$ cat src/hdl/assert_macros.svh
// Assertion macros used by the formatter top level.
`ifndef ASSERT_MACROS_SVH
`define ASSERT_MACROS_SVH

// Same-cycle implication, checked outside reset.
`define ASSERT_IMPL(label, clk, rst_n, ante, cons, msg) \
    label: assert property (@(posedge clk) disable iff (!rst_n) (ante) |-> (cons)) \
        else $error(msg);

// Next-cycle implication, checked outside reset.
`define ASSERT_NEXT(label, clk, rst_n, ante, cons, msg) \
    label: assert property (@(posedge clk) disable iff (!rst_n) (ante) |=> (cons)) \
        else $error(msg);

`endif

$ cat src/hdl/fsip_pkg.sv
// Shared types, character codes and defaults for the integer format printer.
`timescale 1ns / 1ps
`default_nettype none
package fsip_pkg;

    localparam int DecDigitsDef = 10;
    localparam int HexDigitsDef = 8;
    localparam int MaxWidthDef  = 8;
    localparam int CountBitsDef = 16;

    localparam int CharW   = 8;
    localparam int ArgW    = 32;
    localparam int TotalW  = 16;
    localparam int WidthW  = 4;
    localparam int PlacesW = 4;

    localparam logic [CharW-1:0] ChNul       = 8'h00;
    localparam logic [CharW-1:0] ChLf        = 8'h0A;
    localparam logic [CharW-1:0] ChCr        = 8'h0D;
    localparam logic [CharW-1:0] ChSpace     = 8'h20;
    localparam logic [CharW-1:0] ChPct       = 8'h25;
    localparam logic [CharW-1:0] ChMinus     = 8'h2D;
    localparam logic [CharW-1:0] ChZero      = 8'h30;
    localparam logic [CharW-1:0] ChOne       = 8'h31;
    localparam logic [CharW-1:0] ChAlphaBase = 8'h37;   // 'A' - 10
    localparam logic [CharW-1:0] ChUpD       = 8'h44;
    localparam logic [CharW-1:0] ChUpS       = 8'h53;
    localparam logic [CharW-1:0] ChUpX       = 8'h58;
    localparam logic [CharW-1:0] ChLowD      = 8'h64;
    localparam logic [CharW-1:0] ChLowS      = 8'h73;
    localparam logic [CharW-1:0] ChLowX      = 8'h78;

    typedef struct packed {
        logic [CharW-1:0] format_char;
        logic [ArgW-1:0]  arg_value;
    } t_in_item;

    typedef struct packed {
        logic [CharW-1:0]  out_char;
        logic              last_of_run;
        logic [TotalW-1:0] total_count;
    } t_out_item;

    typedef struct packed {
        logic load_dec;
        logic load_hex;
        logic advance;
    } t_conv_ctl;

    typedef struct packed {
        logic [CharW-1:0]   lead_char;
        logic               lead_nz;
        logic [PlacesW-1:0] places;
        logic               busy;
    } t_conv_stat;

    typedef enum logic [2:0] {
        S_IDLE,
        S_EMIT1,
        S_CONV,
        S_SKIP,
        S_PAD,
        S_SIGN,
        S_DIGIT
    } t_state;

endpackage
`default_nettype wire

$ cat src/hdl/fsip_conv.sv
// Digit register: bit-serial binary to BCD for decimal, nibble load for hex, digit shift-out.
`timescale 1ns / 1ps
`default_nettype none
module fsip_conv
    import fsip_pkg::*;
#(
    parameter int DEC_DIGITS = DecDigitsDef,
    parameter int HEX_DIGITS = HexDigitsDef
) (
    input  wire  logic            i_clk,
    input  wire  logic            i_rst_n,
    input  wire  t_conv_ctl       i_ctl,
    input  wire  logic [ArgW-1:0] i_arg,
    output t_conv_stat            o_stat
);

    localparam int NPL      = (DEC_DIGITS > HEX_DIGITS) ? DEC_DIGITS : HEX_DIGITS;
    localparam int DIG_N    = (NPL > 1) ? NPL - 1 : 1;
    localparam int DEC_LOW  = DEC_DIGITS - 1;
    localparam int HEX_LOW  = HEX_DIGITS - 1;
    localparam int DEC_BASE = DIG_N - DEC_LOW;
    localparam int HEX_BASE = DIG_N - HEX_LOW;
    localparam int HEX_SH   = 4 * (HEX_DIGITS - 1);
    localparam int CNT_W    = $clog2(ArgW + 1);

    // Lower places sit at the low indices of the register; place below the lead is DIG_N-1.
    logic [3:0]         r_dig [DIG_N];
    logic [3:0]         n_dig [DIG_N];
    logic [3:0]         adj   [DIG_N];
    logic [DIG_N:0]     cy;
    logic [CharW-1:0]   r_lead,    n_lead;
    logic               r_lead_nz, n_lead_nz;
    logic               r_alpha,   n_alpha;
    logic [PlacesW-1:0] r_places,  n_places;
    logic [ArgW-1:0]    r_mag,     n_mag;
    logic [CNT_W-1:0]   r_cnt,     n_cnt;
    logic [ArgW-1:0]    hex_q;
    logic               lead_cin;

    assign hex_q = i_arg >> HEX_SH;

    always_comb begin
        // add-3 correction is per digit, carries only cross the shift
        cy[0] = 1'b0;
        for (int i = 0; i < DIG_N; i++) begin
            adj[i]  = (r_dig[i] >= 4'd5) ? r_dig[i] + 4'd3 : r_dig[i];
            cy[i+1] = adj[i][3];
        end
        lead_cin = (DEC_LOW == 0) ? r_mag[ArgW-1] : cy[DIG_N];

        n_dig     = r_dig;
        n_lead    = r_lead;
        n_lead_nz = r_lead_nz;
        n_alpha   = r_alpha;
        n_places  = r_places;
        n_mag     = r_mag;
        n_cnt     = r_cnt;

        if (i_ctl.load_dec) begin
            for (int i = 0; i < DIG_N; i++) begin
                n_dig[i] = 4'd0;
            end
            n_lead    = '0;
            n_lead_nz = 1'b0;
            n_alpha   = 1'b0;
            n_places  = PlacesW'(DEC_DIGITS);
            n_mag     = i_arg[ArgW-1] ? ArgW'(0 - i_arg) : i_arg;
            n_cnt     = CNT_W'(ArgW);
        end else if (i_ctl.load_hex) begin
            for (int i = 0; i < DIG_N; i++) begin
                n_dig[i] = (i >= HEX_BASE) ?
                           i_arg[4*((i >= HEX_BASE) ? i - HEX_BASE : 0) +: 4] : 4'd0;
            end
            n_lead    = hex_q[CharW-1:0];
            n_lead_nz = |hex_q;
            n_alpha   = (hex_q >= ArgW'(10));
            n_places  = PlacesW'(HEX_DIGITS);
        end else if (r_cnt != '0) begin
            for (int i = 0; i < DIG_N; i++) begin
                if (i >= DEC_BASE) begin
                    n_dig[i] = {adj[i][2:0], (i == DEC_BASE) ? r_mag[ArgW-1] : cy[i]};
                end
            end
            // leading place keeps the whole high quotient, mod 256
            n_lead    = {r_lead[CharW-2:0], lead_cin};
            n_lead_nz = r_lead_nz | lead_cin;
            n_mag     = {r_mag[ArgW-2:0], 1'b0};
            n_cnt     = r_cnt - CNT_W'(1);
        end else if (i_ctl.advance) begin
            n_lead    = {4'd0, r_dig[DIG_N-1]};
            n_lead_nz = |r_dig[DIG_N-1];
            n_alpha   = (r_dig[DIG_N-1] >= 4'd10);
            n_places  = r_places - PlacesW'(1);
            n_dig[0]  = 4'd0;
            for (int i = 1; i < DIG_N; i++) begin
                n_dig[i] = r_dig[i-1];
            end
        end
    end

    always_ff @(posedge i_clk) begin
        if (!i_rst_n) begin
            r_cnt    <= '0;
            r_places <= '0;
        end else begin
            r_cnt    <= n_cnt;
            r_places <= n_places;
        end
    end

    always_ff @(posedge i_clk) begin
        r_dig     <= n_dig;
        r_lead    <= n_lead;
        r_lead_nz <= n_lead_nz;
        r_alpha   <= n_alpha;
        r_mag     <= n_mag;
    end

    assign o_stat.lead_char = r_alpha ? r_lead + ChAlphaBase : r_lead + ChZero;
    assign o_stat.lead_nz   = r_lead_nz;
    assign o_stat.places    = r_places;
    assign o_stat.busy      = (r_cnt != '0);

endmodule
`default_nettype wire

$ cat src/hdl/format_string_integer_printer.sv
// Format-string integer printer top level: parser, sequencer and output register.
// Takes one format byte with a 32-bit argument per item and writes output bytes one per
// cycle into an output register. A plain byte, newline or terminating NUL is accepted,
// then written. A hex conversion loads the digit register, drops leading zeros (at most
// HEX_DIGITS-1) and sizes the pad, then writes its bytes. A decimal conversion first runs
// a bit-serial binary-to-BCD conversion (one argument bit per cycle through the digit
// register, then a hand-over) before the same steps. Flags, widths, '%' and 's' write
// nothing. A new item is taken only when the sequencer has gone back to idle; a stalled
// sink stretches every byte write.
`timescale 1ns / 1ps
`default_nettype none
`include "assert_macros.svh"
module format_string_integer_printer
    import fsip_pkg::*;
#(
    parameter int DEC_DIGITS = DecDigitsDef,
    parameter int HEX_DIGITS = HexDigitsDef,
    parameter int MAX_WIDTH  = MaxWidthDef,
    parameter int COUNT_BITS = CountBitsDef
) (
    input  wire  logic     i_clk,
    input  wire  logic     i_rst_n,
    input  wire  logic     i_in_valid,
    output logic           o_in_ready,
    input  wire  t_in_item i_in_item,
    output logic           o_out_valid,
    input  wire  logic     i_out_ready,
    output t_out_item      o_out_item
);

    typedef enum logic [2:0] {
        A_NUL,
        A_WIDTH,
        A_OPEN,
        A_ZPAD,
        A_DEC,
        A_HEX,
        A_STR,
        A_CHAR
    } t_act;

    localparam logic [CharW-1:0]      WidthTop = CharW'(ChZero + MAX_WIDTH);
    localparam logic [COUNT_BITS-1:0] CountMax = '1;

    t_state                r_state, n_state;
    logic                  r_in_conv;
    logic                  r_zero_pad;
    logic [WidthW-1:0]     r_width;
    logic [COUNT_BITS-1:0] r_count;
    logic [CharW-1:0]      r_char;
    logic [TotalW-1:0]     r_total;
    logic                  r_neg;
    logic [WidthW-1:0]     r_pad;
    logic                  r_ov;
    t_out_item             r_out;

    logic                  in_accept;
    logic                  slot;
    logic [CharW-1:0]      c;
    logic [CharW-1:0]      d_char;
    t_act                  d_act;
    logic [WidthW-1:0]     len;
    logic [WidthW-1:0]     pad_calc;
    logic                  more_zeros;
    logic                  emit;
    logic [CharW-1:0]      e_char;
    logic                  e_last;
    logic [TotalW-1:0]     e_total;
    logic [COUNT_BITS-1:0] total_sat;
    t_conv_ctl             conv_ctl;
    t_conv_stat            conv_stat;

    fsip_conv #(
        .DEC_DIGITS (DEC_DIGITS),
        .HEX_DIGITS (HEX_DIGITS)
    ) u_conv (
        .i_clk   (i_clk),
        .i_rst_n (i_rst_n),
        .i_ctl   (conv_ctl),
        .i_arg   (i_in_item.arg_value),
        .o_stat  (conv_stat)
    );

    assign o_in_ready = (r_state == S_IDLE);
    assign in_accept  = i_in_valid && o_in_ready;
    assign slot       = !r_ov || i_out_ready;

    // format byte decode, in priority order
    always_comb begin
        c      = i_in_item.format_char;
        d_char = (c == ChLf) ? ChCr : c;
        if (c == ChNul) begin
            d_act = A_NUL;
        end else if (r_in_conv && c >= ChOne && c <= WidthTop) begin
            d_act = A_WIDTH;
        end else if (c == ChPct) begin
            d_act = A_OPEN;
        end else if (r_in_conv && c == ChZero) begin
            d_act = A_ZPAD;
        end else if (r_in_conv && (c == ChLowD || c == ChUpD)) begin
            d_act = A_DEC;
        end else if (r_in_conv && (c == ChLowX || c == ChUpX)) begin
            d_act = A_HEX;
        end else if (r_in_conv && (c == ChLowS || c == ChUpS)) begin
            d_act = A_STR;
        end else begin
            d_act = A_CHAR;
        end
    end

    // pad goes in front of the sign
    assign len        = WidthW'(r_neg) + conv_stat.places;
    assign pad_calc   = (r_width > len) ? r_width - len : '0;
    assign more_zeros = (conv_stat.places > PlacesW'(1)) && !conv_stat.lead_nz;
    assign total_sat  = (r_count != CountMax) ? r_count + COUNT_BITS'(1) : r_count;

    always_comb begin
        n_state = r_state;
        unique case (r_state)
            S_IDLE: begin
                if (in_accept) begin
                    unique case (d_act) inside
                        A_NUL, A_CHAR: n_state = S_EMIT1;
                        A_DEC:         n_state = S_CONV;
                        A_HEX:         n_state = S_SKIP;
                        default:       n_state = S_IDLE;
                    endcase
                end
            end
            S_EMIT1: begin
                if (slot) n_state = S_IDLE;
            end
            S_CONV: begin
                if (!conv_stat.busy) n_state = S_SKIP;
            end
            S_SKIP: begin
                if (!more_zeros) begin
                    if (pad_calc != '0) n_state = S_PAD;
                    else if (r_neg)     n_state = S_SIGN;
                    else                n_state = S_DIGIT;
                end
            end
            S_PAD: begin
                if (slot && r_pad == WidthW'(1)) n_state = r_neg ? S_SIGN : S_DIGIT;
            end
            S_SIGN: begin
                if (slot) n_state = S_DIGIT;
            end
            S_DIGIT: begin
                if (slot && conv_stat.places == PlacesW'(1)) n_state = S_IDLE;
            end
            default: n_state = S_IDLE;
        endcase
    end

    always_comb begin
        emit     = 1'b0;
        e_char   = r_char;
        e_last   = 1'b0;
        e_total  = '0;
        conv_ctl = '0;
        unique case (r_state)
            S_IDLE: begin
                conv_ctl.load_dec = in_accept && (d_act == A_DEC);
                conv_ctl.load_hex = in_accept && (d_act == A_HEX);
            end
            S_EMIT1: begin
                emit    = slot;
                e_last  = 1'b1;
                e_total = r_total;
            end
            S_CONV: begin
                emit = 1'b0;
            end
            S_SKIP: begin
                conv_ctl.advance = more_zeros;
            end
            S_PAD: begin
                emit   = slot;
                e_char = r_zero_pad ? ChZero : ChSpace;
            end
            S_SIGN: begin
                emit   = slot;
                e_char = ChMinus;
            end
            S_DIGIT: begin
                emit             = slot;
                e_char           = conv_stat.lead_char;
                e_last           = (conv_stat.places == PlacesW'(1));
                conv_ctl.advance = slot && (conv_stat.places > PlacesW'(1));
            end
            default: begin
                emit = 1'b0;
            end
        endcase
    end

    always_ff @(posedge i_clk) begin
        if (!i_rst_n) begin
            r_state    <= S_IDLE;
            r_in_conv  <= 1'b0;
            r_zero_pad <= 1'b0;
            r_width    <= '0;
            r_count    <= '0;
            r_ov       <= 1'b0;
        end else begin
            r_state <= n_state;
            if (in_accept) begin
                case (d_act)
                    A_NUL: begin
                        r_in_conv  <= 1'b0;
                        r_zero_pad <= 1'b0;
                        r_width    <= '0;
                        r_count    <= '0;
                    end
                    A_WIDTH: r_width <= WidthW'(c - ChZero);
                    A_OPEN: begin
                        r_in_conv  <= 1'b1;
                        r_zero_pad <= 1'b0;
                        r_width    <= '0;
                    end
                    A_ZPAD:               r_zero_pad <= 1'b1;
                    A_DEC, A_HEX, A_STR:  r_in_conv  <= 1'b0;
                    default:              r_in_conv  <= r_in_conv;
                endcase
            end else if (emit && !(r_state == S_EMIT1 && r_char == ChNul)
                         && r_count != CountMax) begin
                r_count <= r_count + COUNT_BITS'(1);
            end
            if (emit)             r_ov <= 1'b1;
            else if (i_out_ready) r_ov <= 1'b0;
        end
    end

    always_ff @(posedge i_clk) begin
        if (in_accept) begin
            r_char  <= (d_act == A_NUL) ? ChNul : d_char;
            r_total <= (d_act == A_NUL) ? TotalW'(total_sat) : '0;
            r_neg   <= (d_act == A_DEC) && i_in_item.arg_value[ArgW-1];
        end
        if (r_state == S_SKIP && n_state != S_SKIP) begin
            r_pad <= pad_calc;
        end else if (r_state == S_PAD && emit) begin
            r_pad <= r_pad - WidthW'(1);
        end
        if (emit) begin
            r_out.out_char    <= e_char;
            r_out.last_of_run <= e_last;
            r_out.total_count <= e_total;
        end
    end

    assign o_out_valid = r_ov;
    assign o_out_item  = r_out;

    `ASSERT_IMPL(a_total_only_nul, i_clk, i_rst_n, r_ov && (r_out.total_count != '0), r_out.out_char == ChNul, "byte count on a non-terminator item")
    `ASSERT_IMPL(a_busy_in_conv, i_clk, i_rst_n, conv_stat.busy, r_state == S_CONV, "digit conversion running outside conversion state")
    `ASSERT_IMPL(a_pad_nonzero, i_clk, i_rst_n, r_state == S_PAD, r_pad != '0, "pad state with no pad left")
    `ASSERT_NEXT(a_dec_starts, i_clk, i_rst_n, in_accept && (d_act == A_DEC), conv_stat.busy && (r_state == S_CONV), "decimal conversion did not start")
    `ASSERT_IMPL(a_skip_exit, i_clk, i_rst_n, (r_state == S_SKIP) && (n_state != S_SKIP), conv_stat.lead_nz || (conv_stat.places == PlacesW'(1)), "left zero skip on a zero digit")

endmodule
`default_nettype wire

$ cat config.mk
export PLATFORM = sky130hd
export DESIGN_NAME = format_string_integer_printer
export DESIGN_NICKNAME = d
export VERILOG_FILES = /design/src/hdl/fsip_pkg.sv /design/src/hdl/fsip_conv.sv /design/src/hdl/format_string_integer_printer.sv
export VERILOG_INCLUDE_DIRS = /design/src /design/src/hdl
export SDC_FILE = /design/constraint.sdc
export NUM_CORES = 1
export LEC_CHECK = 0
export ABC_AREA = 1
export BUFFER_PORTS_ARGS = -buffer_cell sky130_fd_sc_hd__buf_2
export CAP_MARGIN = 10
export CORE_AREA = 3 3 129 131
export CTS_BUF_LIST = sky130_fd_sc_hd__clkbuf_4
export CTS_CLUSTER_DIAMETER = 50
export DETAILED_ROUTE_END_ITERATION = 6
export DIE_AREA = 0 0 132 134
export PLACE_DENSITY = 0.84
export SLEW_MARGIN = 15
export SYNTH_ARGS = -nofsm -noshare
export SYNTH_HDL_FRONTEND = slang
export SYNTH_SLANG_ARGS = --single-unit
export TNS_END_PERCENT = 20
$ cat constraint.sdc
create_clock -name i_clk -period 7.2 [get_ports i_clk]
set_clock_uncertainty 0.05 [all_clocks]
set_input_delay 0 -clock i_clk [delete_from_list [all_inputs] [get_ports i_clk]]
set_output_delay 0 -clock i_clk [all_outputs]
set_load 0.01 [all_outputs]
======== Word-level counts from Yosys, hierarchy flattened ========
Cells that the tools add are included.
Widths: inputs -> output; s select.
word-level totals
  register bits after elaboration ......... 168
  output and inout port bits .............. 27
  logic and storage cells ................. 232
  bits of input ports ..................... 44
cells by class
  equality and inequality tests ........... 30
  mux-type cells .......................... 70
  bitwise logic cells ..................... 4
  $lt $le $gt $ge ......................... 15
  reductions and logical operators ........ 62
  $add $sub $neg .......................... 19
operator list
  operator               count
  $mux 32                4
  $mux 36                2
  $mux 4                 18
  $mux 16                4
  $eq 8x7->1 const B     6
  $add 4x2->4 const B    9
  $ge 4x3->1 const B     9
  $mux 3                 11
  $sub 1x32->32 const A  1
  $mux 28                1
  $mux 8                 3
  $pmux 8 s3             1
  $eq 3x3->1 const B     7
  $pmux 3 s7             1
  $logic_and 1x1->1      19
  $mux 6                 3
  $reduce_and 2->1       9
  $reduce_bool 2->1      9
  $add 16x1->16 const B  1
  $add 8x6->8 const B    2
  $eq 8x6->1 const B     2
  $logic_not 8->1        2
  $ne 16x16->1 const B   1
  $reduce_or 4->1        4
  other kinds (33)       71

======== Logic depth before layout (Yosys ltp) ========
Gate-level depths: netlist of run 1.
  depth in word-level cells ............... 18
  mapped depth ............................ 14
  gate-level depth less buffers ........... 13

======== By module ========
Synthesis of run 1 repeated with hierarchy kept, for this count alone.
second synthesis, totals
  cell total of the unflattened synthesis .. 1,371
  area total of the unflattened synthesis .. 10,346.2 um^2
by module, submodules not included
  module                         times used  cells each  seq. area each (um^2)  area each (um^2)
  fsip_conv                      1           864         2,082.0                6,077.1
  format_string_integer_printer  1           507         2,142.1                4,269.1

======== Least setup slack after synthesis of run 1 ========
No wires, ideal clock.
  path kind ............................... reg2reg
  start point ............................. register r_state[1]
  end point ............................... register r_count[15]
  path slack .............................. 4.423 ns
  path buffers ............................ 1
  period minus slack after synthesis ...... 2.777 ns
  arrival time ............................ 2.657 ns
  library setup time ...................... 0.070 ns
  cell stages (with the launch flop) ...... 9
  data required time ...................... 7.080 ns
  path through ............................ dfxtp_1 inv_1 nand2_1 a21oi_1 nand3_2 nand2_2 buf_4 o21ai_1 a21oi_1
between the ends
  word-level cells in the longest chain between the ends .. 7
  elaborated cells between the ends (all ways) .. 16
  those cells by class .................... 5 x eq/ne; 2 x mux; 9 x reduce/logical
RTL lines
  element                                   line                                  text
  start: declaration                        format_string_integer_printer.sv:45   t_state r_state, n_state;
  start signal: assignment                  format_string_integer_printer.sv:207  r_state <= n_state;
  $eq 3x1->1 or $eq 3x3->1 (tied branches)  format_string_integer_printer.sv:162  unique case (r_state)
  $reduce_or 4->1 (no source line) *        --
  $mux 1 *                                  format_string_integer_printer.sv:162
  named net emit                            format_string_integer_printer.sv:65   logic emit;
  $logic_and 1x1->1 *                       format_string_integer_printer.sv:226  end else if (emit && !(r_state == S_EMIT1 && r_char == ChNul)
  $logic_and 1x1->1 *                       format_string_integer_printer.sv:227  && r_count != CountMax) begin
  $reduce_bool 2->1 (no source line) *      --
  $reduce_and 2->1 (no source line) *       --
  end signal: assignment                    format_string_integer_printer.sv:228  r_count <= r_count + COUNT_BITS'(1);
  end: declaration                          format_string_integer_printer.sv:49   logic [COUNT_BITS-1:0] r_count;
The timed path passes the listed nets; every way through them passes the cells marked *.
A chain may end at the register's enable or synchronous reset.

======== Final worst setup path of run 1 ========
  start point ............................. register r_state[1]
  end point ............................... register u_conv.r_dig[10] in the netlist's numbering
between the ends
  word-level cells in the longest chain between the ends .. 5
  elaborated cells between the ends (all ways) .. 10
  those cells by class .................... 2 x eq/ne; 3 x mux; 5 x reduce/logical
RTL lines
  element                                                        line                                                                       text
  $logic_not 3->1                                                format_string_integer_printer.sv:84, format_string_integer_printer.sv:162
  $logic_and 1x1->1                                              format_string_integer_printer.sv:85                                        assign in_accept = i_in_valid && o_in_ready;
  $logic_and 1x1->1                                              format_string_integer_printer.sv:165                                       conv_ctl.load_hex = in_accept && (d_act == A_HEX);
  $mux 2                                                         format_string_integer_printer.sv:162
  $reduce_bool 3->1 (no source line) or $mux 28 (tied branches)  --
  end signal: assignment                                         fsip_conv.sv:112                                                           r_dig <= n_dig;
  end: declaration                                               fsip_conv.sv:27                                                            logic [3:0] r_dig [DIG_N];
Parallel ways exist; a longest one is shown, timed or not.

==> results of run 1 <==
==> layer usage <==
layer | GRT usage | vias up
met2 | 0.4803 | 408
met5 | 0 | -
met1 | 0.4014 | 4489
met3 | 0.06827 | 110
li1 | - | 4951
met4 | 0.1214 | 0
==> worst paths after layout <==
kind,from,end,slack (ns)
setup / recovery,r_state[1],u_conv.r_dig[10],3.96
hold / removal,i_in_item[39],r_char[7],0.13
hold reg to reg,u_conv.r_cnt[0],u_conv.r_cnt[0],0.43
setup reg to reg,r_state[1],u_conv.r_dig[10],3.96
==> registers in the layout, summed over array words and instances, names as in the netlist <==
signal,count
r_pad,4
o_out_item,25
u_conv.r_lead,8
o_out_valid,1
r_width,4
u_conv.r_places,4
u_conv.r_cnt,6
u_conv.r_alpha,1
u_conv.r_mag,32
r_neg,1
r_state,3
r_count,16
u_conv.r_dig,36
r_char,8
r_in_conv,1
r_total,16
u_conv.r_lead_nz,1
r_zero_pad,1
==> final cells by class <==
type	count	area, µm²
Multi-Input combinational cell	1038	5234
Clock inverter	15	151.4
Fill cell	1239	4085
Inverter	211	792.0
Sequential cell	168	4224
Clock buffer	17	127.6
Timing Repair Buffer	118	820.8
Tap cell	216	270.3
Antenna cell	3	7.507
==> where the power goes <==
group	internal (W)	switching, W	total [W]	leakage (nW)
Sequential	0.00134	0.000191	0.00153	1.53
Combinational	0.000643	0.00112	0.00176	3.66
Clock	0.000159	0.000397	0.000556	0.148
Total	0.00214	0.00171	0.00385	5.34
==> synthesized netlist by cell type (8+ instances only) <==
library cell / count / area share
sky130_fd_sc_hd__a21oi_1: 56 / 0.027
sky130_fd_sc_hd__a22oi_1: 8 / 0.0057
sky130_fd_sc_hd__a31oi_1: 13 / 0.0077
sky130_fd_sc_hd__buf_2: 13 / 0.0062
sky130_fd_sc_hd__buf_4: 9 / 0.0064
sky130_fd_sc_hd__clkbuf_1: 22 / 0.0079
sky130_fd_sc_hd__dfxtp_1: 82 / 0.16
sky130_fd_sc_hd__edfxtp_1: 86 / 0.25
sky130_fd_sc_hd__ha_1: 36 / 0.043
sky130_fd_sc_hd__inv_1: 203 / 0.073
sky130_fd_sc_hd__nand2_1: 384 / 0.14
sky130_fd_sc_hd__nand3_1: 139 / 0.066
sky130_fd_sc_hd__nand4_1: 17 / 0.010
sky130_fd_sc_hd__nor2_1: 159 / 0.057
sky130_fd_sc_hd__nor3_1: 16 / 0.0076
sky130_fd_sc_hd__o211ai_1: 23 / 0.016
sky130_fd_sc_hd__o21ai_0: 88 / 0.042
sky130_fd_sc_hd__xor2_1: 40 / 0.033
==> cells by family after synthesis <==
kind of cell / share of synthesized area
XOR/XNOR: 0.03755
buffers and inverters: 0.09919
AO/OA/AOI/OAI: 0.1119
flip-flops: 0.4025
adder cells (fa/ha/maj): 0.04483
AND/OR/NAND/NOR: 0.3040
==> per-stage QoR <==
stage / setup slack [ns] / std cells / cell area [µm²] / util
6_report: 3.958 / 1786 / 11630 / 0.7400
2_1_floorplan: 4.423 / 1466 / 10500 / -
5_1_grt: 3.689 / 1786 / 11630 / 0.7400
3_5_place_dp: 4.018 / 1707 / 10900 / 0.6937
3_3_place_gp: 4.055 / 1707 / 10900 / 0.6937
4_1_cts: 4.006 / 1783 / 11620 / 0.7395
==> worst max-delay path, cell delays in order (launching register included) <==
cell and delay (ns):
sky130_fd_sc_hd__dfxtp_1 0.37, sky130_fd_sc_hd__nor3_2 0.25, sky130_fd_sc_hd__nand2_2 0.22, sky130_fd_sc_hd__nor2_4 0.74
sky130_fd_sc_hd__inv_2 0.48, sky130_fd_sc_hd__nand2_2 0.38, sky130_fd_sc_hd__inv_2 0.26, sky130_fd_sc_hd__nand2_1 0.16
sky130_fd_sc_hd__nand3_1 0.10, sky130_fd_sc_hd__nand2_1 0.07, sky130_fd_sc_hd__inv_1 0.07
==> parameters.txt, run 1 <==
Parameter                              Value

Final layout
  Most common cell after layout, fill and taps aside    sky130_fd_sc_hd__nand2_1
  Net total in the final layout    1635
  Area growth syn-to-layout    10.79%
  Fraction of final layout cells with drive strength greater than 1    0.09190
  Most used cells in the layout excluding fill and tap cells    sky130_fd_sc_hd__nand2_1 (384), sky130_fd_sc_hd__inv_1 (203), sky130_fd_sc_hd__nor2_1 (159), sky130_fd_sc_hd__nand3_1 (139), sky130_fd_sc_hd__o21ai_0 (88)

Clocking
  Clk pin slew, worst setup/hold paths    ~0.18 ns
  Cts repair resizes    0
  CTS hold repair buffers    44
  Post CTS Setup Buffer Count    0
  Clock H-tree levels    4
  Number of clock sinks    between 150 and 200
  Clock network latency to the later pin of the worst-skew pair    around 0.60 ns
  Clk Tree Root Cell    sky130_fd_sc_hd__clkbuf_4
  CTS tree    done
  Total clock buffers created by CTS    17
  Clock tree buffer depth    2

Drt
  Routed WL    26.38 mm
  Highest Signal Layer    met4
  Vias per cell    5.576
  Via count of the routed design    9958
  Met2 routed WL    ~12 mm
  Number of optimization iterations in the first detailed-route pass    7
  Met1 Routed Length    11.29 mm
  Remaining number of nets flagged by the antenna check after routing    0
  Final routed wire length divided by cell count    between 10 and 15 µm
  Count of routing violations after the opening detailed-route iteration    1053
  Met3 Wirelength    about 1.9 mm
  DRC viols    1

Timing
  F_max    308.4 MHz
  Minimum clock period    ~3.2 ns
  Final-report hold violation count    0
  Final total negative setup slack    0 ns
  Part of the cycle the worst path needs    0.4503
  Setup Viol. Count Final    0
  Worst slew margin relative to its limit    0.2754
  Tightest hold margin    0.1255 ns
  Setup repair after global routing missed its margin    false
  Pins over their slew limit    0
  Transition time at the pin with the least slew margin    1.086 ns

Status
  Violated checks    design-rule violations
  Run status    finished with violations

Logic synthesis
  Proportion of register bits with asynchronous set or reset after synthesis    0
  Cells after synthesis    around 1500
  Register bit count reported by yosys    ~170
  Count of cell types in the netlist    46
  Syn nets    1547
  Fraction of the yosys area taken by sequential cells    0.4025
  Most common flop cell mapped by yosys    sky130_fd_sc_hd__edfxtp_1
  Mean Syn Cell Area    7.159 µm²
  Count of flip-flops with a built-in enable after synthesis    86
  Warnings, synthesis    0
  Mapped cell area    10500 µm²

Critical path
  Data arrival at the endpoint of the critical path    3.72 ns
  Startpoint Class    flop
  Worst Reg-to-Reg Cells    10
  Endpoint required time on the critical path    7.67 ns
  Worst-path maximum fanout    39
  Classification of the worst setup path    reg -> reg
  Element type at the critical path end    flop

Power and ir drop
  Maximum vdd drop    0.1838 mV
  Power density over the cells    between 300 and 400 nW/µm²
  Total Power    0.003849 W
  Leakage power total    5.344 nW

Die
  Die Y    134 µm
  Effective utilization at floorplan    0.6679
  Boundary Pins    71
  Die boundary width    132 µm
  Floorplan Core Area    ~16000 µm²
  Die area    17690 µm²
  Row count    between 40 and 50

GRT
  Overall track demand over capacity in global routing    0.3012
  Remaining global-route overflow    0
  Pin count of the biggest net entering global routing    44
  Vias in the first global route    9130
  Wire length of the first global-routing pass    approximately 44 mm
  Antenna violations before repair    3

Place
  Buffers on Ports    70
  Routability congestion estimate    ~0.93
  HPWL after detailed placement    18.13 mm

Flow run
  Maximum capacitance violations    0

Hold path
  WHS Path Cells    2
  Class of the worst hold path    in -> reg
Power figures use the tool's default switching activity.
==> inputs of run 2 (changes only) <==
--- a/config.mk
+++ b/config.mk
@@ -6,15 +6,15 @@
 export SDC_FILE = /design/constraint.sdc
 export NUM_CORES = 1
 export LEC_CHECK = 0
-export ABC_AREA = 1
+export ABC_AREA = 0
 export BUFFER_PORTS_ARGS = -buffer_cell sky130_fd_sc_hd__buf_2
 export CAP_MARGIN = 10
-export CORE_AREA = 3 3 129 131
+export CORE_AREA = 3 3 136 138
 export CTS_BUF_LIST = sky130_fd_sc_hd__clkbuf_4
 export CTS_CLUSTER_DIAMETER = 50
 export DETAILED_ROUTE_END_ITERATION = 6
-export DIE_AREA = 0 0 132 134
-export PLACE_DENSITY = 0.84
+export DIE_AREA = 0 0 139 141
+export PLACE_DENSITY = 0.75
 export SLEW_MARGIN = 15
 export SYNTH_ARGS = -nofsm -noshare
 export SYNTH_HDL_FRONTEND = slang
==> constraint.sdc (replaced) <==
create_clock -name i_clk -period 2.75 [get_ports i_clk]
set_clock_uncertainty 0.05 [all_clocks]
set_input_delay 0 -clock i_clk [delete_from_list [all_inputs] [get_ports i_clk]]
set_output_delay 0 -clock i_clk [all_outputs]
set_load 0.01 [all_outputs]
==> run 2 against run 1 <==
The flow still finishes with violations (design-rule violations). Cell count decreased by 19%. Register-to-register slack got worse by 3.9 ns. Global-route usage decreased by 3.4 points. Clock-buffer cell count unchanged. Highest routed layer unchanged.
==> parameters.txt, run 2 <==
Parameter                              Value

Status
  Run status    finished with violations (unchanged)
  Violated checks    design-rule violations (unchanged)

GRT
  Pin count of the biggest net entering global routing    59 (was 44)
  Vias in the first global route    8166 (was 9130)
  Overall track demand over capacity in global routing    0.2676 (was 0.3012)
  Antenna violations before repair    2 (was 3)
  Remaining global-route overflow    0 (unchanged)
  Wire length of the first global-routing pass    42.52 mm (was 43.70 mm)

Place
  HPWL after detailed placement    17.64 mm (was 18.13 mm)
  Count of placed standard cells including taps    1352 (was 1707)
  Routability congestion estimate    0.8767 (was 0.9307)
  Buffers on Ports    70 (unchanged)
  Setup slack after placement    0.2297 ns (was 4.018 ns)

Final layout
  Multi-input combinational cell area    5100 µm² (was 5234 µm²)
  Area growth syn-to-layout    15.45% (was 10.79%)
  Final Non-Filler Cells    1439 (was 1786)
  Top reg by flops    u_conv.r_dig (unchanged)
  Most used cells in the layout excluding fill and tap cells    sky130_fd_sc_hd__a21oi_1 (98), sky130_fd_sc_hd__nand2_1 (96), sky130_fd_sc_hd__edfxtp_1 (86), sky130_fd_sc_hd__dfxtp_1 (82), sky130_fd_sc_hd__buf_2 (70) (was sky130_fd_sc_hd__nand2_1 (384), sky130_fd_sc_hd__inv_1 (203), sky130_fd_sc_hd__nor2_1 (159), sky130_fd_sc_hd__nand3_1 (139), sky130_fd_sc_hd__o21ai_0 (88))
  Sequential cell area    4224 µm² (unchanged)
  Flip-flop count of the largest register, all copies and words added    36 (unchanged)
  Most common cell after layout, fill and taps aside    sky130_fd_sc_hd__a21oi_1 (was sky130_fd_sc_hd__nand2_1)
  Net total in the final layout    1280 (was 1635)
  Fraction of final layout cells with drive strength greater than 1    0.1452 (was 0.09190)
  Fill cell instance count of the final layout    1409 (was 1239)

Logic synthesis
  Count of cell types in the netlist    74 (was 46)
  Dominant cells by area after synthesis    sky130_fd_sc_hd__edfxtp_1 (26%), sky130_fd_sc_hd__dfxtp_1 (17%), sky130_fd_sc_hd__a21oi_1 (5.1%) (was sky130_fd_sc_hd__edfxtp_1 (25%), sky130_fd_sc_hd__dfxtp_1 (16%), sky130_fd_sc_hd__nand2_1 (14%))
  Syn nets    1164 (was 1547)
  Simple-gate area share of the yosys netlist    0.1706 (was 0.3040)
  Area share of the largest cell type after synthesis    0.2633 (was 0.2461)
  Mapped cell area    9808 µm² (was 10500 µm²)
  Proportion of register bits with asynchronous set or reset after synthesis    0 (unchanged)
  Library cell with the highest instance count after synthesis    sky130_fd_sc_hd__a21oi_1 (was sky130_fd_sc_hd__nand2_1)
  Register bit count reported by yosys    168 (unchanged)
  Fraction of the yosys area taken by sequential cells    0.4307 (was 0.4025)
  Most instantiated cells after synthesis    sky130_fd_sc_hd__a21oi_1 (99), sky130_fd_sc_hd__nand2_1 (96), sky130_fd_sc_hd__edfxtp_1 (86), sky130_fd_sc_hd__dfxtp_1 (82), sky130_fd_sc_hd__nor2_1 (70) (was sky130_fd_sc_hd__nand2_1 (384), sky130_fd_sc_hd__inv_1 (203), sky130_fd_sc_hd__nor2_1 (159), sky130_fd_sc_hd__nand3_1 (139), sky130_fd_sc_hd__o21ai_0 (88))
  Count of flip-flops with a built-in enable after synthesis    86 (unchanged)
  Parity-gate share of the synthesized area counting xor and xnor cells    0.06340 (was 0.03755)
  Warnings, synthesis    0 (unchanged)
  Synth Area in Adders    0.04797 (was 0.04483)
  Biggest area consumer among synthesized cells    sky130_fd_sc_hd__edfxtp_1 (unchanged)
  Mux cell area share after synthesis    0.01748 (was 0)
  Most common flop cell mapped by yosys    sky130_fd_sc_hd__edfxtp_1 (unchanged)
  Mean Syn Cell Area    9.056 µm² (was 7.159 µm²)
  Cells after synthesis    1083 (was 1466)
  Combinational family with the most area after synthesis    compound AO/OA/AOI/OAI gates (was simple AND/OR/NAND/NOR gates)
  Compound-Gate Fraction of Synth Area    0.2170 (was 0.1119)

Drt
  Routed WL    26.39 mm (was 26.38 mm)
  Count of routing violations after the opening detailed-route iteration    1030 (was 1053)
  Via count of the routed design    8791 (was 9958)
  Vias per cell    6.109 (was 5.576)
  Remaining number of nets flagged by the antenna check after routing    0 (unchanged)
  Number of optimization iterations in the first detailed-route pass    7 (unchanged)
  DRC viols    2 (was 1)
  Final routed wire length divided by cell count    18.34 µm (was 14.77 µm)

Die
  Die area    19600 µm² (was 17690 µm²)
  Die Y    141 µm (was 134 µm)
  Die boundary width    139 µm (was 132 µm)
  Row count    48 (was 46)
  Floorplan Core Area    17300 µm² (was 15710 µm²)
  Boundary Pins    71 (unchanged)
  Effective utilization at floorplan    0.5671 (was 0.6679)

Flow run
  Maximum capacitance violations    0 (unchanged)

Clocking
  Number of clock sinks    168 (unchanged)
  Clk Tree Root Cell    sky130_fd_sc_hd__clkbuf_4 (unchanged)
  Clk pin slew, worst setup/hold paths    0.15 ns (was 0.18 ns)
  Total clock buffers created by CTS    17 (unchanged)
  Post CTS Setup Buffer Count    0 (unchanged)
  Clock tree buffer depth    2 (unchanged)
  CTS tree    done (unchanged)
  Clock network latency to the later pin of the worst-skew pair    0.61 ns (was 0.60 ns)
  Clock H-tree levels    4 (unchanged)

Timing
  Final total negative setup slack    0 ns (unchanged)
  Final-report hold violation count    0 (unchanged)
  F_max    375.1 MHz (was 308.4 MHz)
  Worst slew margin relative to its limit    0.4758 (was 0.2754)
  Part of the cycle the worst path needs    0.9695 (was 0.4503)
  Pins over their slew limit    0 (unchanged)
  Transition time at the pin with the least slew margin    0.7804 ns (was 1.086 ns)
  Setup ws final    0.08397 ns (was 3.958 ns)
  Setup repair after global routing missed its margin    false (unchanged)
  Setup Viol. Count Final    0 (unchanged)
  Minimum clock period    2.666 ns (was 3.242 ns)

Power and ir drop
  Total Power    0.009382 W (was 0.003849 W)
  Leakage power total    4.365 nW (was 5.344 nW)
  Maximum vdd drop    0.4800 mV (was 0.1838 mV)
  Power density over the cells    828.6 nW/µm² (was 331.0 nW/µm²)

Critical path
  Endpoint required time on the critical path    3.25 ns (was 7.67 ns)
  Startpoint Class    flop (unchanged)
  Largest incremental delay on the critical path    0.58 ns (was 0.74 ns)
  Worst-path maximum fanout    5 (was 39)
  Cell with the biggest individual delay on the critical path    sky130_fd_sc_hd__dlygate4sd3_1 (was sky130_fd_sc_hd__nor2_4)
  Critical path, cell by cell    nor4bb_2 > a31o_2 > nand4_1 > a211oi_1 > a21o_1 > mux2i_1 > dlygate4sd3_1 (was nor3_2 > nand2_2 > nor2_4 > inv_2 > nand2_2 > inv_2 > nand2_1 > nand3_1 > nand2_1 > inv_1)
  Cell family with the largest share of critical-path delay    compound AO/OA/AOI/OAI gates (was simple AND/OR/NAND/NOR gates)
  Element type at the critical path end    flop (unchanged)
  Data arrival at the endpoint of the critical path    3.17 ns (was 3.72 ns)
  Buffers plus inverters on the worst setup path    1 (was 3)
  Classification of the worst setup path    reg -> reg (unchanged)

Hold path
  Class of the worst hold path    in -> reg (unchanged)
==> run 2: changes by cell type in the layout (fill, tap and decap cells not counted), sizes merged, moves of 14 or more <==
cell,before,now
nor2,167,70
o31ai,2,17
a21oi,57,99
nand2,392,97
buf,74,111
and2,1,23
inv,221,63
xnor2,5,35
nand3,142,33
nand2b,0,16
o22ai,5,19
==> run 2: power by group <==
group / switching, W / internal [W] / leakage (nW)
combinational: 0.00216 / 0.00178 / 2.68
sequential: 0.000577 / 0.00346 / 1.54
clock: 0.00100 / 0.000396 / 0.142
total: 0.00374 / 0.00564 / 4.37
==> run 2: worst paths after layout <==
check,from,end,slack (ns),cells after the start
setup / recovery,r_in_conv,r_width[1],0.08,7
hold / removal,i_in_item[37],r_char[5],0.17,2
hold reg to reg,u_conv.r_cnt[4],u_conv.r_cnt[4],0.44,2
setup reg to reg,r_in_conv,r_width[1],0.08,7
==> run 2: what timing repair did <==
action                                 CTS  global route
endpoints found under the hold margin   99             0
setup endpoints to repair                0             5
gates resized for setup                  0             3
hold buffers                            53             0
==> run 2: stage by stage <==
stage	util	hold slack [ns]	instance area (µm²)
after floorplan	-	0.09045	9812
after global placement	0.6074	0.2179	10510
after detailed placement	0.6074	0.2336	10510
after CTS	0.6534	0.1338	11300
after global routing	0.6547	0.1366	11320
final	0.6547	0.1677	11320
==> run 2: layout make-up <==
type / count / area share
clock buffer: 17 / 0.01127
antenna: 2 / 0.0004420
inverter: 56 / 0.01856
clock inverter: 15 / 0.01204
timing repair buffer: 164 / 0.1094
tap: 225 / 0.02486
sequential: 168 / 0.3730
multi-input combinational: 792 / 0.4504
==> run 2: cell families after synthesis <==
family / Yosys count
compound gates: 336
xor+xnor: 71
fa+ha+maj: 37
buf+inv: 123
flops: 168
mux: 16
simple gates: 332
==> run 2: layer usage <==
metal	track usage	part of all wire	routed length, µm	up-vias
li1	-	-	-	4187
met1	0.3875	0.45	11760	4144
met2	0.4060	0.45	11860	392
met3	0.04104	0.077	2033	68
met4	0.1040	0.028	731	0
met5	0	0	0	-
==> inputs of run 3 (changes only) <==
==> constraint.sdc (replaced) <==
create_clock -name i_clk -period 2.75 [get_ports i_clk]
set_clock_uncertainty 0.05 [all_clocks]
set_input_delay 0 -clock i_clk [delete_from_list [all_inputs] [get_ports i_clk]]
set_output_delay 0 -clock i_clk [all_outputs]
set_load 0.1 [all_outputs]
==> run 3 against run 2 <==
Largest power group is now combinational cells. Flip-flop and latch count unchanged. Non-clock buffer count unchanged. The run now ends clean. Clock power increased by 24%. Die area unchanged.
==> parameters.txt, run 3 (same netlist as run 2, synthesis figures left out) <==
Parameter                              Value

Status
  Run status    complete, no violations (was finished with violations)

Final layout
  Fill cell instance count of the final layout    1376 (was 1409)
  Area growth syn-to-layout    16.35% (was 15.45%)
  Final Instance Area    11410 µm² (was 11320 µm²)
  Top reg by flops    u_conv.r_dig (unchanged)
  Flip-flop count of the largest register, all copies and words added    36 (unchanged)
  Fraction of final layout cells with drive strength greater than 1    0.1510 (was 0.1452)
  Net total in the final layout    1280 (unchanged)
  Most used cells in the layout excluding fill and tap cells    sky130_fd_sc_hd__a21oi_1 (99), sky130_fd_sc_hd__nand2_1 (95), sky130_fd_sc_hd__edfxtp_1 (86), sky130_fd_sc_hd__dfxtp_1 (81), sky130_fd_sc_hd__buf_2 (70) (was sky130_fd_sc_hd__a21oi_1 (98), sky130_fd_sc_hd__nand2_1 (96), sky130_fd_sc_hd__edfxtp_1 (86), sky130_fd_sc_hd__dfxtp_1 (82), sky130_fd_sc_hd__buf_2 (70))
  Most common cell after layout, fill and taps aside    sky130_fd_sc_hd__a21oi_1 (unchanged)
  Core utilization of the finished layout    0.6598 (was 0.6547)

Critical path
  Startpoint Class    primary input (was flop)
  Data arrival at the endpoint of the critical path    3.05 ns (was 3.17 ns)
  Register-to-Register Setup Slack    0.12 ns (was 0.08 ns)
  Classification of the worst setup path    in -> reg (was reg -> reg)
  Crit Reg-Reg Startpoint    r_in_conv (unchanged)
  Element type at the critical path end    flop (unchanged)
  Worst-path maximum fanout    10 (was 5)
  Endpoint required time on the critical path    3.16 ns (was 3.25 ns)
  Worst Reg-to-Reg Cells    8 (was 7)
  Reg-to-Reg End    r_width[2] (was r_width[1])

Die
  Die Y    141 µm (unchanged)
  Boundary Pins    71 (unchanged)
  Row count    48 (unchanged)
  Die area    19600 µm² (unchanged)
  Die boundary width    139 µm (unchanged)
  Effective utilization at floorplan    0.5671 (unchanged)
  Floorplan Core Area    17300 µm² (unchanged)

Hold path
  WHS Path Cells    2 (unchanged)
  Hold path startpoint    i_in_item[37] (unchanged)
  Class of the worst hold path    in -> reg (unchanged)
  Hold endpoint    r_char[5] (unchanged)

Drt
  Remaining number of nets flagged by the antenna check after routing    0 (unchanged)
  Count of routing violations after the opening detailed-route iteration    956 (was 1030)
  Routed WL    26.88 mm (was 26.39 mm)
  Number of optimization iterations in the first detailed-route pass    6 (was 7)
  Via count of the routed design    8843 (was 8791)
  Final routed wire length divided by cell count    18.68 µm (was 18.34 µm)
  DRC viols    0 (was 2)
  Vias per cell    6.145 (was 6.109)

Timing
  Part of the cycle the worst path needs    0.9593 (was 0.9695)
  Transition time at the pin with the least slew margin    0.6605 ns (was 0.7804 ns)
  Setup Viol. Count Final    0 (unchanged)
  F_max    379.1 MHz (was 375.1 MHz)
  Pins over their slew limit    0 (unchanged)
  Worst slew margin relative to its limit    0.5597 (was 0.4758)
  Minimum clock period    2.638 ns (was 2.666 ns)
  Final-report hold violation count    0 (unchanged)

Power and ir drop
  Power density over the cells    868.8 nW/µm² (was 828.6 nW/µm²)
  Leakage power total    4.427 nW (was 4.365 nW)
  Maximum vdd drop    0.5181 mV (was 0.4800 mV)
  Total Power    0.009914 W (was 0.009382 W)

GRT
  Antenna violations before repair    2 (unchanged)
  Overall track demand over capacity in global routing    0.2707 (was 0.2676)
  Vias in the first global route    8332 (was 8166)
  Remaining global-route overflow    0 (unchanged)
  Wire length of the first global-routing pass    43.16 mm (was 42.52 mm)
  Pin count of the biggest net entering global routing    57 (was 59)

Clocking
  Clock network latency to the later pin of the worst-skew pair    0.59 ns (was 0.61 ns)
  Clk pin slew, worst setup/hold paths    0.13 ns (was 0.15 ns)
  Total clock buffers created by CTS    17 (unchanged)
  CTS tree    done (unchanged)
  Clk Tree Root Cell    sky130_fd_sc_hd__clkbuf_4 (unchanged)
  Clock tree buffer depth    2 (unchanged)
  Clock H-tree levels    4 (unchanged)
  Number of clock sinks    168 (unchanged)

Place
  Routability congestion estimate    0.9306 (was 0.8767)
  HPWL after detailed placement    18.24 mm (was 17.64 mm)
  Placed Instance Area    10550 µm² (was 10510 µm²)
  Buffers on Ports    70 (unchanged)

Flow run
  Maximum capacitance violations    0 (unchanged)
[run 3: cell count changes in the layout (fill, tap and decap cells not counted), moves of 2 or more]
cell                            previous run  this run
sky130_fd_sc_hd__buf_4                    37        43
sky130_fd_sc_hd__dlygate4sd3_1            53        47
sky130_fd_sc_hd__bufinv_16                 0         5
sky130_fd_sc_hd__inv_6                     5         0
sky130_fd_sc_hd__clkbuf_4                 17        20
sky130_fd_sc_hd__inv_4                     0         3
sky130_fd_sc_hd__inv_8                     3         0
sky130_fd_sc_hd__clkinv_2                  2         0
sky130_fd_sc_hd__clkinvlp_4                2         0
[run 3: timing repair]
item,CTS,global route
hold buffers,47,0
endpoints found under the setup margin,0,5
resized for setup,0,4
endpoints found under the hold margin,105,0
buffers inserted,0,2
[run 3: area by class of cell]
cell class | instances | area, µm² | area share
timing repair buffer | 164 | 1215 | 0.1065
inverter | 56 | 210.2 | 0.01842
clock buffer | 20 | 150.1 | 0.01316
sequential | 168 | 4225 | 0.3702
clock inverter | 12 | 198.9 | 0.01743
antenna | 2 | 5.005 | 0.0004385
tap | 225 | 281.5 | 0.02467
multi-input combinational | 792 | 5126 | 0.4492
[run 3: through the flow]
step,TNS [ns],hold slack [ns],cells,setup WS [ns]
global route,-0.04497,0.1721,1439,-0.04497
CTS,0,0.1737,1435,0.1081
detailed placement,0,0.2249,1356,0.1382
finish,0,0.2098,1439,0.1119
floorplan,-5.127,0.09045,1083,-0.1438
global placement,0,0.2229,1356,0.2338
[run 3: worst max path at each step]
stage                        from              end  slack, ns  cells past startpoint
floorplan              r_state[2]  u_conv.r_mag[0]      -0.14                      7
global placement            r_neg       r_state[1]       0.23                     10
detailed placement          r_neg       r_state[1]       0.14                     10
CTS                         r_neg       r_state[1]       0.11                     10
global route            r_in_conv       r_width[2]      -0.04                      8
finish              i_in_item[33]       r_width[2]       0.11                     10
[run 3: critical path, cell delays in order]
cell and delay, ns:
sky130_fd_sc_hd__dlygate4sd3_1 0.55, sky130_fd_sc_hd__buf_2 0.25, sky130_fd_sc_hd__nor4bb_1 0.38, sky130_fd_sc_hd__a32oi_2 0.19, sky130_fd_sc_hd__o21a_1 0.24, sky130_fd_sc_hd__buf_4 0.17, sky130_fd_sc_hd__nand3_1 0.07, sky130_fd_sc_hd__dlygate4sd3_1 0.55
sky130_fd_sc_hd__mux2i_1 0.07, sky130_fd_sc_hd__dlygate4sd3_1 0.56
[run 3: where the power goes]
| part | switching [W] | total [W] | internal [W] | leakage, nW |
|---|---|---|---|---|
| sequential | 0.000572 | 0.00403 | 0.00346 | 1.54 |
| combinational | 0.00232 | 0.00415 | 0.00182 | 2.69 |
| clock | 0.000887 | 0.00173 | 0.000846 | 0.194 |
[run 3: metal layers]
layer / part of all wire / wire length (µm) / up-vias / GRT usage
met5: 0 / 0 / - / 0
met4: 0.029 / 788 / 0 / 0.09269
met3: 0.084 / 2271 / 77 / 0.06038
met2: 0.45 / 12070 / 427 / 0.4106
met1: 0.44 / 11740 / 4135 / 0.3852
li1: - / - / 4204 / -
